**src/design/gvbp_pkg.sv**
```systemverilog
// shared types and constants for the gc victim batch picker
`default_nettype none

package gvbp_pkg;

    localparam int CFG_W   = 40;
    localparam int RATIO_W = 9;
    localparam int DATA_W  = 64;
    localparam int ADDR_W  = 6;

    // file state code
    localparam logic [1:0] FS_NORMAL = 2'd1;

    // result kinds
    localparam logic KIND_PICK    = 1'b0;
    localparam logic KIND_VERDICT = 1'b1;

    // register indexes
    localparam logic [2:0] REG_MERGE_THR     = 3'd0;
    localparam logic [2:0] REG_TARGET_OUT    = 3'd1;
    localparam logic [2:0] REG_MAX_BATCH     = 3'd2;
    localparam logic [2:0] REG_MIN_BATCH     = 3'd3;
    localparam logic [2:0] REG_DISCARD_RATIO = 3'd4;

    // register reset values
    localparam logic [CFG_W-1:0]   RST_MERGE_THR     = 40'd8388608;
    localparam logic [CFG_W-1:0]   RST_TARGET_OUT    = 40'd268435456;
    localparam logic [CFG_W-1:0]   RST_MAX_BATCH     = 40'd1073741824;
    localparam logic [CFG_W-1:0]   RST_MIN_BATCH     = 40'd134217728;
    localparam logic [RATIO_W-1:0] RST_DISCARD_RATIO = 9'd128;

    typedef struct packed {
        logic [CFG_W-1:0]   merge_thr;
        logic [CFG_W-1:0]   target_out;
        logic [CFG_W-1:0]   max_batch;
        logic [CFG_W-1:0]   min_batch;
        logic [RATIO_W-1:0] discard_ratio;
    } t_cfg;

    typedef struct packed {
        logic load_in;
        logic calc;
        logic decide;
        logic emit_cur;
        logic emit_flush;
        logic stop_check;
        logic verdict;
    } t_cmd;

    typedef struct packed {
        logic cur_pend;
        logic flush_pend;
        logic flush_last;
        logic last;
        logic out_free;
    } t_sts;

endpackage

`default_nettype wire

```
**src/design/gvbp_cfg.sv**
```systemverilog
// configuration register bank behind the apb-style port
`default_nettype none

module gvbp_cfg (
    input  wire logic                          i_clk,
    input  wire logic                          i_rst_n,
    input  wire logic                          psel,
    input  wire logic                          penable,
    input  wire logic                          pwrite,
    input  wire logic [gvbp_pkg::ADDR_W-1:0]   paddr,
    input  wire logic [gvbp_pkg::DATA_W-1:0]   pwdata,
    output logic      [gvbp_pkg::DATA_W-1:0]   prdata,
    output logic                               pready,
    output gvbp_pkg::t_cfg                     o_cfg
);

    gvbp_pkg::t_cfg r_cfg;
    logic [2:0]     w_idx;
    logic           w_wr;

    assign w_idx  = paddr[gvbp_pkg::ADDR_W-1:3];
    assign w_wr   = psel && penable && pwrite;
    assign pready = 1'b1;
    assign o_cfg  = r_cfg;

    always_ff @(posedge i_clk) begin
        if (!i_rst_n) begin
            r_cfg.merge_thr     <= gvbp_pkg::RST_MERGE_THR;
            r_cfg.target_out    <= gvbp_pkg::RST_TARGET_OUT;
            r_cfg.max_batch     <= gvbp_pkg::RST_MAX_BATCH;
            r_cfg.min_batch     <= gvbp_pkg::RST_MIN_BATCH;
            r_cfg.discard_ratio <= gvbp_pkg::RST_DISCARD_RATIO;
        end else if (w_wr) begin
            case (w_idx)
                gvbp_pkg::REG_MERGE_THR: begin
                    r_cfg.merge_thr <= pwdata[gvbp_pkg::CFG_W-1:0];
                end
                gvbp_pkg::REG_TARGET_OUT: begin
                    r_cfg.target_out <= pwdata[gvbp_pkg::CFG_W-1:0];
                end
                gvbp_pkg::REG_MAX_BATCH: begin
                    r_cfg.max_batch <= pwdata[gvbp_pkg::CFG_W-1:0];
                end
                gvbp_pkg::REG_MIN_BATCH: begin
                    r_cfg.min_batch <= pwdata[gvbp_pkg::CFG_W-1:0];
                end
                gvbp_pkg::REG_DISCARD_RATIO: begin
                    r_cfg.discard_ratio <= pwdata[gvbp_pkg::RATIO_W-1:0];
                end
                default: begin
                end
            endcase
        end
    end

    always_comb begin
        prdata = '0;
        case (w_idx)
            gvbp_pkg::REG_MERGE_THR: begin
                prdata = gvbp_pkg::DATA_W'(r_cfg.merge_thr);
            end
            gvbp_pkg::REG_TARGET_OUT: begin
                prdata = gvbp_pkg::DATA_W'(r_cfg.target_out);
            end
            gvbp_pkg::REG_MAX_BATCH: begin
                prdata = gvbp_pkg::DATA_W'(r_cfg.max_batch);
            end
            gvbp_pkg::REG_MIN_BATCH: begin
                prdata = gvbp_pkg::DATA_W'(r_cfg.min_batch);
            end
            gvbp_pkg::REG_DISCARD_RATIO: begin
                prdata = gvbp_pkg::DATA_W'(r_cfg.discard_ratio);
            end
            default: begin
                prdata = '0;
            end
        endcase
    end

endmodule

`default_nettype wire

```
**src/design/gvbp_ctrl.sv**
```systemverilog
// controller state machine sequencing one candidate word at a time
`default_nettype none

module gvbp_ctrl (
    input  wire logic           i_clk,
    input  wire logic           i_rst_n,
    input  wire logic           i_in_valid,
    output logic                o_in_ready,
    input  gvbp_pkg::t_sts      i_sts,
    output gvbp_pkg::t_cmd      o_cmd
);

    localparam logic [2:0] S_IDLE = 3'd0;
    localparam logic [2:0] S_CALC = 3'd1;
    localparam logic [2:0] S_DEC  = 3'd2;
    localparam logic [2:0] S_EMIT = 3'd3;
    localparam logic [2:0] S_POST = 3'd4;

    logic [2:0] r_state;
    logic [2:0] n_state;

    always_ff @(posedge i_clk) begin
        if (!i_rst_n) begin
            r_state <= S_IDLE;
        end else begin
            r_state <= n_state;
        end
    end

    always_comb begin
        n_state    = r_state;
        o_cmd      = '0;
        o_in_ready = 1'b0;
        case (r_state)
            S_IDLE: begin
                o_in_ready = 1'b1;
                if (i_in_valid) begin
                    o_cmd.load_in = 1'b1;
                    n_state       = S_CALC;
                end
            end
            S_CALC: begin
                o_cmd.calc = 1'b1;
                n_state    = S_DEC;
            end
            S_DEC: begin
                o_cmd.decide = 1'b1;
                n_state      = S_EMIT;
            end
            S_EMIT: begin
                if (i_sts.cur_pend) begin
                    if (i_sts.out_free) begin
                        o_cmd.emit_cur = 1'b1;
                        if (!i_sts.flush_pend) begin
                            n_state = S_POST;
                        end
                    end
                end else if (i_sts.flush_pend) begin
                    if (i_sts.out_free) begin
                        o_cmd.emit_flush = 1'b1;
                        if (i_sts.flush_last) begin
                            n_state = S_POST;
                        end
                    end
                end else begin
                    n_state = S_POST;
                end
            end
            S_POST: begin
                if (!i_sts.last || i_sts.out_free) begin
                    o_in_ready = 1'b1;
                    if (i_sts.last) begin
                        o_cmd.verdict = 1'b1;
                    end else begin
                        o_cmd.stop_check = 1'b1;
                    end
                    if (i_in_valid) begin
                        o_cmd.load_in = 1'b1;
                        n_state       = S_CALC;
                    end else begin
                        n_state = S_IDLE;
                    end
                end
            end
            default: begin
                n_state = S_IDLE;
            end
        endcase
    end

endmodule

`default_nettype wire

```
**src/design/gvbp_dp.sv**
```systemverilog
// datapath: round sums, cold buffer memory, ratio test and result register
`default_nettype none

module gvbp_dp #(
    parameter int COLD_DEPTH = 16,
    parameter int SIZE_BITS  = 40
) (
    input  wire logic              i_clk,
    input  wire logic              i_rst_n,
    input  gvbp_pkg::t_cfg         i_cfg,
    input  gvbp_pkg::t_cmd         i_cmd,
    output gvbp_pkg::t_sts         o_sts,
    input  wire logic [39:0]       i_file_id,
    input  wire logic [1:0]        i_file_status,
    input  wire logic [39:0]       i_size_bytes,
    input  wire logic [39:0]       i_discard_bytes,
    input  wire logic              i_is_cold,
    input  wire logic              i_marked_for_gc,
    input  wire logic              i_last_candidate,
    input  wire logic              i_out_ready,
    output logic                   o_out_valid,
    output logic                   o_result_kind,
    output logic [39:0]            o_picked_id,
    output logic                   o_run_gc,
    output logic                   o_continue_next,
    output logic [39:0]            o_batch_bytes,
    output logic                   o_end_of_run
);

    localparam int EW = (SIZE_BITS > 40) ? SIZE_BITS : 40;
    localparam int AW = (COLD_DEPTH > 1) ? $clog2(COLD_DEPTH) : 1;
    localparam int PW = SIZE_BITS + gvbp_pkg::RATIO_W;
    localparam int MW = 40 + SIZE_BITS;
    localparam logic [EW-1:0] CAP40 = EW'({40{1'b1}});

    function automatic logic [SIZE_BITS-1:0] sat_add(input logic [SIZE_BITS-1:0] a,
                                                     input logic [SIZE_BITS-1:0] b);
        logic [SIZE_BITS:0] s;
        s = {1'b0, a} + {1'b0, b};
        sat_add = s[SIZE_BITS] ? {SIZE_BITS{1'b1}} : s[SIZE_BITS-1:0];
    endfunction

    function automatic logic [39:0] cap40(input logic [SIZE_BITS-1:0] v);
        logic [EW-1:0] w;
        w = EW'(v);
        cap40 = (w > CAP40) ? {40{1'b1}} : w[39:0];
    endfunction

    // captured word
    logic [39:0]          r_id;
    logic [1:0]           r_status;
    logic [SIZE_BITS-1:0] r_size;
    logic [SIZE_BITS-1:0] r_disc;
    logic                 r_cold;
    logic                 r_marked;
    logic                 r_last;

    // first-stage results
    logic [SIZE_BITS-1:0] r_est;
    logic [PW-1:0]        r_prod;
    logic                 r_small;

    // round state
    logic                 r_stopped;
    logic                 r_finished;
    logic                 r_cont;
    logic                 r_any;
    logic [SIZE_BITS-1:0] r_batch;
    logic [SIZE_BITS-1:0] r_hot;
    logic [SIZE_BITS-1:0] r_cold_sum;
    logic [SIZE_BITS-1:0] r_rem;
    logic [AW-1:0]        r_cnt;

    // per-word sequencing state
    logic                 r_cur_pend;
    logic [AW-1:0]        r_fcnt;
    logic [AW-1:0]        r_fidx;
    logic                 r_stop_chk;
    logic                 r_stop_cold;

    // cold buffer
    logic [MW-1:0]        r_mem [COLD_DEPTH];
    logic [MW-1:0]        r_rd;

    // result register
    logic                 r_o_valid;
    logic                 r_o_kind;
    logic [39:0]          r_o_id;
    logic                 r_o_run;
    logic                 r_o_cont;
    logic [39:0]          r_o_bytes;
    logic                 r_o_eor;

    logic [EW-1:0]        w_size_ext;
    logic [EW-1:0]        w_disc_ext;
    logic                 w_eligible;
    logic                 w_push_ok;
    logic [AW-1:0]        w_cnt_new;
    logic [SIZE_BITS-1:0] w_cold_new;
    logic [SIZE_BITS-1:0] w_hot_new;
    logic [SIZE_BITS-1:0] w_rem_new;
    logic                 w_flush_hit;
    logic                 w_ratio_ok;
    logic                 w_keep;
    logic [SIZE_BITS-1:0] w_rd_size;
    logic [39:0]          w_rd_id;
    logic [SIZE_BITS-1:0] w_add_val;
    logic [SIZE_BITS-1:0] w_batch_new;
    logic [AW-1:0]        w_rd_addr;
    logic                 w_mem_we;
    logic [MW-1:0]        w_mem_wdata;
    logic                 w_flush_pend;
    logic                 w_flush_last;
    logic                 w_out_free;
    logic                 w_stop_hit;
    logic                 w_run;

    assign w_size_ext = EW'(i_size_bytes);
    assign w_disc_ext = EW'(i_discard_bytes);

    assign w_eligible = !r_finished && (r_status == gvbp_pkg::FS_NORMAL);
    assign w_push_ok  = (EW'(r_cold_sum) < EW'(i_cfg.merge_thr))
                        && (({1'b0, r_cnt} + (AW+1)'(1)) < (AW+1)'(COLD_DEPTH));
    assign w_cnt_new  = w_push_ok ? (r_cnt + AW'(1)) : r_cnt;
    assign w_cold_new = sat_add(r_cold_sum, r_est);
    assign w_hot_new  = sat_add(r_hot, r_est);
    assign w_rem_new  = sat_add(r_rem, r_size);
    assign w_flush_hit = EW'(w_cold_new) >= EW'(i_cfg.merge_thr);
    assign w_ratio_ok = {1'b0, r_disc, 8'h00} >= r_prod;
    assign w_keep     = r_small || r_marked || w_ratio_ok;

    assign w_rd_id     = r_rd[MW-1:SIZE_BITS];
    assign w_rd_size   = r_rd[SIZE_BITS-1:0];
    assign w_add_val   = i_cmd.emit_cur ? r_size : w_rd_size;
    assign w_batch_new = sat_add(r_batch, w_add_val);

    assign w_rd_addr   = i_cmd.decide ? '0
                       : (i_cmd.emit_flush ? (r_fidx + AW'(1)) : r_fidx);
    assign w_mem_we    = i_cmd.decide && w_eligible && !r_stopped && r_cold && w_push_ok;
    assign w_mem_wdata = {r_id, r_size};

    assign w_flush_pend = r_fidx < r_fcnt;
    assign w_flush_last = r_fidx == (r_fcnt - AW'(1));
    assign w_out_free   = !r_o_valid || i_out_ready;

    assign w_stop_hit = (r_stop_cold ? (EW'(r_cold_sum) >= EW'(i_cfg.target_out))
                                     : (EW'(r_hot) >= EW'(i_cfg.target_out)))
                        || (EW'(r_batch) >= EW'(i_cfg.max_batch));
    assign w_run      = r_any && (EW'(r_batch) >= EW'(i_cfg.min_batch));

    assign o_sts.cur_pend   = r_cur_pend;
    assign o_sts.flush_pend = w_flush_pend;
    assign o_sts.flush_last = w_flush_last;
    assign o_sts.last       = r_last;
    assign o_sts.out_free   = w_out_free;

    assign o_out_valid     = r_o_valid;
    assign o_result_kind   = r_o_kind;
    assign o_picked_id     = r_o_id;
    assign o_run_gc        = r_o_run;
    assign o_continue_next = r_o_cont;
    assign o_batch_bytes   = r_o_bytes;
    assign o_end_of_run    = r_o_eor;

    always_ff @(posedge i_clk) begin
        if (!i_rst_n) begin
            r_stopped   <= 1'b0;
            r_finished  <= 1'b0;
            r_cont      <= 1'b0;
            r_any       <= 1'b0;
            r_batch     <= '0;
            r_hot       <= '0;
            r_cold_sum  <= '0;
            r_rem       <= '0;
            r_cnt       <= '0;
            r_cur_pend  <= 1'b0;
            r_fcnt      <= '0;
            r_fidx      <= '0;
            r_stop_chk  <= 1'b0;
            r_stop_cold <= 1'b0;
            r_o_valid   <= 1'b0;
        end else begin
            if (i_cmd.decide) begin
                r_fidx     <= '0;
                r_cur_pend <= 1'b0;
                r_fcnt     <= '0;
                r_stop_chk <= 1'b0;
                if (w_eligible) begin
                    if (!r_stopped) begin
                        r_stop_chk  <= 1'b1;
                        r_stop_cold <= r_cold;
                        if (r_cold) begin
                            r_cold_sum <= w_cold_new;
                            r_cur_pend <= !w_push_ok;
                            if (w_flush_hit) begin
                                r_fcnt <= w_cnt_new;
                                r_cnt  <= '0;
                            end else begin
                                r_cnt <= w_cnt_new;
                            end
                        end else begin
                            r_cur_pend <= 1'b1;
                            r_hot      <= w_hot_new;
                        end
                    end else if (w_keep) begin
                        r_rem <= w_rem_new;
                        if (EW'(w_rem_new) > EW'(i_cfg.min_batch)) begin
                            r_cont     <= 1'b1;
                            r_finished <= 1'b1;
                        end
                    end else begin
                        r_finished <= 1'b1;
                    end
                end
            end
            if (i_cmd.emit_cur) begin
                r_batch    <= w_batch_new;
                r_any      <= 1'b1;
                r_cur_pend <= 1'b0;
            end
            if (i_cmd.emit_flush) begin
                r_batch <= w_batch_new;
                r_any   <= 1'b1;
                r_fidx  <= r_fidx + AW'(1);
            end
            if (i_cmd.stop_check && r_stop_chk && w_stop_hit) begin
                r_stopped <= 1'b1;
            end
            if (i_cmd.verdict) begin
                r_stopped  <= 1'b0;
                r_finished <= 1'b0;
                r_cont     <= 1'b0;
                r_any      <= 1'b0;
                r_batch    <= '0;
                r_hot      <= '0;
                r_cold_sum <= '0;
                r_rem      <= '0;
                r_cnt      <= '0;
            end
            if (i_cmd.emit_cur || i_cmd.emit_flush || i_cmd.verdict) begin
                r_o_valid <= 1'b1;
            end else if (i_out_ready) begin
                r_o_valid <= 1'b0;
            end
        end
    end

    always_ff @(posedge i_clk) begin
        if (i_cmd.load_in) begin
            r_id     <= i_file_id;
            r_status <= i_file_status;
            r_size   <= w_size_ext[SIZE_BITS-1:0];
            r_disc   <= w_disc_ext[SIZE_BITS-1:0];
            r_cold   <= i_is_cold;
            r_marked <= i_marked_for_gc;
            r_last   <= i_last_candidate;
        end
        if (i_cmd.calc) begin
            r_est   <= (r_disc > r_size) ? '0 : (r_size - r_disc);
            r_prod  <= PW'(r_size) * PW'(i_cfg.discard_ratio);
            r_small <= EW'(r_size) <= EW'(i_cfg.merge_thr);
        end
        if (i_cmd.emit_cur) begin
            r_o_kind  <= gvbp_pkg::KIND_PICK;
            r_o_id    <= r_id;
            r_o_run   <= 1'b0;
            r_o_cont  <= 1'b0;
            r_o_bytes <= cap40(w_batch_new);
            r_o_eor   <= !r_last && (r_fcnt == '0);
        end else if (i_cmd.emit_flush) begin
            r_o_kind  <= gvbp_pkg::KIND_PICK;
            r_o_id    <= w_rd_id;
            r_o_run   <= 1'b0;
            r_o_cont  <= 1'b0;
            r_o_bytes <= cap40(w_batch_new);
            r_o_eor   <= !r_last && w_flush_last;
        end else if (i_cmd.verdict) begin
            r_o_kind  <= gvbp_pkg::KIND_VERDICT;
            r_o_id    <= '0;
            r_o_run   <= w_run;
            r_o_cont  <= r_cont;
            r_o_bytes <= cap40(r_batch);
            r_o_eor   <= 1'b1;
        end
    end

    // cold buffer: one write port, registered read with write-first forwarding
    always_ff @(posedge i_clk) begin
        if (w_mem_we) begin
            r_mem[r_cnt] <= w_mem_wdata;
        end
        if (w_mem_we && (r_cnt == w_rd_addr)) begin
            r_rd <= w_mem_wdata;
        end else begin
            r_rd <= r_mem[w_rd_addr];
        end
    end

endmodule

`default_nettype wire

```
**src/design/gc_victim_batch_picker_top.sv**
```systemverilog
// top level of the gc victim batch picker
// a word's first pick is emitted from the emit state, after the calc and decide states; a
// verdict is issued from the post state after the word's last pick, or when it picks nothing
// a new word is taken only in the idle or post state, once every pick of the last word is out;
// the sequencer and the single result register set this, a stalled port holds it
// synchronous active-low reset clears round state and loads default registers
`default_nettype none

module gc_victim_batch_picker_top #(
    parameter int COLD_DEPTH = 16,
    parameter int SIZE_BITS  = 40
) (
    input  wire logic                          i_clk,
    input  wire logic                          i_rst_n,
    input  wire logic                          psel,
    input  wire logic                          penable,
    input  wire logic                          pwrite,
    input  wire logic [gvbp_pkg::ADDR_W-1:0]   paddr,
    input  wire logic [gvbp_pkg::DATA_W-1:0]   pwdata,
    output logic      [gvbp_pkg::DATA_W-1:0]   prdata,
    output logic                               pready,
    input  wire logic                          i_in_valid,
    output logic                               o_in_ready,
    input  wire logic [39:0]                   i_file_id,
    input  wire logic [1:0]                    i_file_status,
    input  wire logic [39:0]                   i_size_bytes,
    input  wire logic [39:0]                   i_discard_bytes,
    input  wire logic                          i_is_cold,
    input  wire logic                          i_marked_for_gc,
    input  wire logic                          i_last_candidate,
    output logic                               o_out_valid,
    input  wire logic                          i_out_ready,
    output logic                               o_result_kind,
    output logic [39:0]                        o_picked_id,
    output logic                               o_run_gc,
    output logic                               o_continue_next,
    output logic [39:0]                        o_batch_bytes,
    output logic                               o_end_of_run
);

    gvbp_pkg::t_cfg w_cfg;
    gvbp_pkg::t_cmd w_cmd;
    gvbp_pkg::t_sts w_sts;

    gvbp_cfg u_cfg (
        .i_clk   (i_clk),
        .i_rst_n (i_rst_n),
        .psel    (psel),
        .penable (penable),
        .pwrite  (pwrite),
        .paddr   (paddr),
        .pwdata  (pwdata),
        .prdata  (prdata),
        .pready  (pready),
        .o_cfg   (w_cfg)
    );

    gvbp_ctrl u_ctrl (
        .i_clk      (i_clk),
        .i_rst_n    (i_rst_n),
        .i_in_valid (i_in_valid),
        .o_in_ready (o_in_ready),
        .i_sts      (w_sts),
        .o_cmd      (w_cmd)
    );

    gvbp_dp #(
        .COLD_DEPTH (COLD_DEPTH),
        .SIZE_BITS  (SIZE_BITS)
    ) u_dp (
        .i_clk            (i_clk),
        .i_rst_n          (i_rst_n),
        .i_cfg            (w_cfg),
        .i_cmd            (w_cmd),
        .o_sts            (w_sts),
        .i_file_id        (i_file_id),
        .i_file_status    (i_file_status),
        .i_size_bytes     (i_size_bytes),
        .i_discard_bytes  (i_discard_bytes),
        .i_is_cold        (i_is_cold),
        .i_marked_for_gc  (i_marked_for_gc),
        .i_last_candidate (i_last_candidate),
        .i_out_ready      (i_out_ready),
        .o_out_valid      (o_out_valid),
        .o_result_kind    (o_result_kind),
        .o_picked_id      (o_picked_id),
        .o_run_gc         (o_run_gc),
        .o_continue_next  (o_continue_next),
        .o_batch_bytes    (o_batch_bytes),
        .o_end_of_run     (o_end_of_run)
    );

endmodule

`default_nettype wire

```
**config.mk**
```make
export PLATFORM = sky130hd
export DESIGN_NAME = gc_victim_batch_picker_top
export DESIGN_NICKNAME = d
export VERILOG_FILES = /design/src/design/gvbp_pkg.sv /design/src/design/gvbp_cfg.sv /design/src/design/gvbp_ctrl.sv /design/src/design/gvbp_dp.sv /design/src/design/gc_victim_batch_picker_top.sv
export SDC_FILE = /design/constraint.sdc
export NUM_CORES = 2
export LEC_CHECK = 0
export BUFFER_PORTS_ARGS = -buffer_cell sky130_fd_sc_hd__buf_2
export CORE_ASPECT_RATIO = 0.9
export CORE_UTILIZATION = 28
export DETAILED_ROUTE_END_ITERATION = 12
export PLACE_DENSITY = 0.41
export SYNTH_ARGS = -nofsm -noshare
export SYNTH_HDL_FRONTEND = slang
export SYNTH_SLANG_ARGS = --single-unit
```
**constraint.sdc**
```tcl
create_clock -name i_clk -period 24.5 [get_ports i_clk]
set_input_delay 3.675 -clock i_clk [delete_from_list [all_inputs] [get_ports i_clk]]
set_output_delay 3.675 -clock i_clk [all_outputs]
set_load 0.01 [all_outputs]
```
==> results.sh <==
export IMPL_die_area_um2=366000
export IMPL_ctsHoldBuffers=0
export IMPL_slew_headroom=0.184
export IMPL_first_pass_iters=5
export IMPL_cp_data_arrival_time_ns=6.06
export IMPL_worstSetupPathType="primary input to output port"
export IMPL_fin_worst_skew_ns=0.0959
export IMPL_synth_largest_area_cell="edfxtp_1"
export IMPL_power_switching_mw=1.84
export IMPL_crit_required_ns=20.82
export IMPL_crit_buf_inv=3
export IMPL_p_clk_frac=0.435
export IMPL_syn2layout_area_growth_pct=14.3
export IMPL_cts_tree="done"
export IMPL_cts_resized=0
export IMPL_rsz0062_at_grt="no"
export IMPL_viasPerCell=4.99
export IMPL_dp_hpwl_um=228000
export IMPL_synth_area_leaders="edfxtp_1, mux4_2, ha_1, dfxtp_1, fa_1"
export IMPL_post_route_period_util=0.398
export IMPL_grt_max_degree=131
export IMPL_setup_viol=0
export IMPL_worstMarginPinSlew_ns=1.22
export IMPL_grt_usage=0.180
export IMPL_clkLatencyLatePin_ns=0.93
export IMPL_cp_slowest_cell="nor2b_1"
export IMPL_grt_pass1_wl_um=483000
export IMPL_die_width_um=638
export IMPL_internal_power_mw=5.72
export IMPL_fin_ws_ns=14.76
export IMPL_cellLeakagePower_nw=43.2
export IMPL_seq_power_share=0.488
export IMPL_drtAntennaViolNets=0
export IMPL_slowest_delay_ns=0.66
export IMPL_netlist_area_um2=102000
export IMPL_rows=209
export IMPL_synth_area_mux_share=0.0912
export IMPL_post_synth_and_or_nand_nor_area_fraction=0.0839
export IMPL_swShare=0.243
export IMPL_min_path_type="flip-flop to flip-flop"
export IMPL_fin_nets=9312
export IMPL_synth_fa_ha_area_frac=0.132
export IMPL_drive_gt1_frac=0.147
export IMPL_synth_top_area_share=0.465
export IMPL_worstPathCellList="buf_2 > nor2b_1 > nor2b_2 > buf_4 > a221o_1 > buf_2"
export IMPL_synthXorXnorAreaFrac=0.0181
export IMPL_grt_overflow=0
export IMPL_post_cts_buffers=0
export IMPL_clk_pin_slew_worst_paths_ns=0.05
export IMPL_num_vias=65600
export IMPL_cts_max_level=4
export IMPL_status="completed"
export IMPL_setup_tns_ns=0
export IMPL_max_cap_violations=0
export IMPL_synth_cell_type_count=97
export IMPL_synth_flop_cell="edfxtp_1"
export IMPL_cpMostUsedCell="buf_2"
export IMPL_synth_compound_area_frac=0.105
export IMPL_synthArstFlopShare=0
export IMPL_synth_cells=7829
export IMPL_synth_yosys_warnings=0
export IMPL_cp_start_kind="primary input"
export IMPL_ir_drop_uv=58.1
export IMPL_clkSinkCount=1935
export IMPL_end_kind="output port"
export IMPL_p_total_mw=7.56
export IMPL_start_util=0.282
export IMPL_power_density_nw_per_um2=64.9
export IMPL_port_buffers=300
export IMPL_ys_ff_latch=1935
export IMPL_drt_iter0_drc=4460
export IMPL_combPwrFrac=0.076
export IMPL_cp_top_family="buffers and inverters"
export IMPL_ios=353
export IMPL_synth_top_family_by_area="adder cells"
export IMPL_fmax_mhz=103
export IMPL_drv_slew=0
export IMPL_coreArea_um2=361000
export IMPL_cp_max_fo=33
export IMPL_drc=0
export IMPL_preCtsSetupSlack_ns=14.79
export IMPL_wire_per_inst_um=25.5
export IMPL_synth_edff_count=1576
export IMPL_gp_congestion=0.893
export IMPL_clock_tree_buffer_depth=4
export IMPL_antenna_found_initial=33
export IMPL_fp_dieH_um=574
export IMPL_fin_crit_ns=9.74
export IMPL_hold_viol=0
export IMPL_grt_pass1_vias=67700
export IMPL_syn_avg_cell_area_um2=13.0
export IMPL_cts_root_buf="clkbuf_16"
export IMPL_routed_wl_um=336000
export IMPL_holdWs_ns=0.463
export IMPL_cts_buffers_inserted=224
export IMPL_seq_area_frac_synth=0.535
power groups by stage:
stage                     combinational, mW  sequential, mW  clock [mW]
after floorplan                       0.359            3.74           0
after global placement                0.573            3.76           0
after detailed placement              0.580            3.76           0
after CTS                             0.583            3.69        3.39
after global routing                  0.642            3.69        3.51
final                                 0.577            3.69        3.29
final cells by class:
type,instances,area (µm²)
fillers,35900,244000
clock inverters,108,966
diodes,18,45.0
clock buffers,302,6160
well taps,4747,5940
repair buffers,436,2590
multi-input cells,5113,44300
inverters,489,1840
flip-flops and latches,1935,54500
metal layers:
metal  wire, µm  track usage  up-vias
met5          9            0        -
met4      10800       0.0548        2
met3      14800       0.0230      412
met2     159000        0.300     1517
met1     151000        0.244    33900
li1           -            -    29800
registers in the layout, summed over array words and instances (netlist names), 4 cells and up, named ones only:
register / count
u_dp.r_cnt: 4
u_dp.r_rem: 40
u_dp.o_batch_bytes: 40
u_dp.r_disc: 40
u_dp.r_cold_sum: 40
u_dp.r_hot: 40
u_dp.r_id: 40
u_dp.r_prod: 49
u_dp.r_batch: 40
u_dp.r_fcnt: 4
u_cfg.o_cfg: 169
u_dp.r_fidx: 4
u_dp.r_size: 40
u_dp.r_est: 40
u_dp.r_mem: 1280
u_dp.o_picked_id: 40
worst register-to-register path, delay by kind of cell, from the launching register on:
kind | cells | cell delay [ns]
AO/OA/AOI/OAI | 11 | 3.19
AND/OR/NAND/NOR | 9 | 2.63
buffers and inverters | 2 | 0.77
adder cells (fa/ha/maj) | 3 | 1.06
flip-flops | 1 | 0.35
synthesized netlist by cell type (all sizes together), types with 12 or more instances:
master	n
buf	115
o31ai	19
xnor2	121
and2	199
a2111oi	13
and4	13
o22a	38
mux2i	25
edfxtp	1576
o21ai	291
a22o	72
ha	639
o22ai	14
a311oi	13
o21bai	35
a31oi	53
nor2b	68
or3	13
nor3	71
fa	272
a22oi	23
nor2	283
clkbuf	280
mux4	400
inv	489
a21oi	394
dfxtp	359
a221o	33
nand2	928
a21o	243
a211oi	44
nand4	93
a41oi	12
o211ai	28
xor2	89
and3	35
nand2b	54
nand3	73
a21boi	167
o21a	46
worst paths after layout:
kind,start,slack [ns],end,depth (start not counted)
worst max-delay path,paddr[3],14.76,prdata[22],6
worst min-delay path,u_dp.r_finished$_SDFFE_PP0P_,0.46,u_dp.r_finished$_SDFFE_PP0P_,2
worst max register to register,u_dp.r_size[0]$_DFFE_PP_,16.40,u_dp.r_finished$_SDFFE_PP0P_,25
worst min register to register,u_dp.r_finished$_SDFFE_PP0P_,0.46,u_dp.r_finished$_SDFFE_PP0P_,2
layout by cell type, fill, tap and decap left out, types with 25 or more instances in the layout:
cell and count:
a211oi_1 42, a21boi_0 166, a21o_1 243, a21oi_1 391, a221o_1 33, a22o_1 72, a31oi_1 53, and2_1 185
and3_1 33, buf_2 299, buf_4 132, clkbuf_1 57, clkbuf_16 229, clkinv_1 48, conb_1 105, dfxtp_1 353
edfxtp_1 1576, fa_1 272, ha_1 639, inv_1 488, mux2i_1 25, mux4_2 400, nand2_1 924, nand2b_1 54
nand3_1 72, nand4_1 93, nor2_1 274, nor2b_1 66, nor3_1 67, o211ai_1 27, o21a_1 46, o21ai_0 282
o21bai_1 35, o22a_1 37, xnor2_1 121, xor2_1 89
cell families after synthesis:
family	Yosys count
DFF	1935
adders and majority gates	911
other	2
buffers and inverters	884
muxes	427
and+or+nand+nor	1864
AOI/OAI and AO/OA	1596
xor gates and xnor gates	210
through the flow:
| step | util | cell area [µm²] | instances |
|---|---|---|---|
| finish | 0.323 | 116000 | 13100 |
| global placement | 0.303 | 109000 | 12700 |
| global route | 0.322 | 116000 | 13100 |
| floorplan | - | 102000 | 7932 |
| detailed placement | 0.303 | 109000 | 12700 |
| CTS | 0.322 | 116000 | 13100 |
Note: power is estimated with default switching activity, not from simulation.
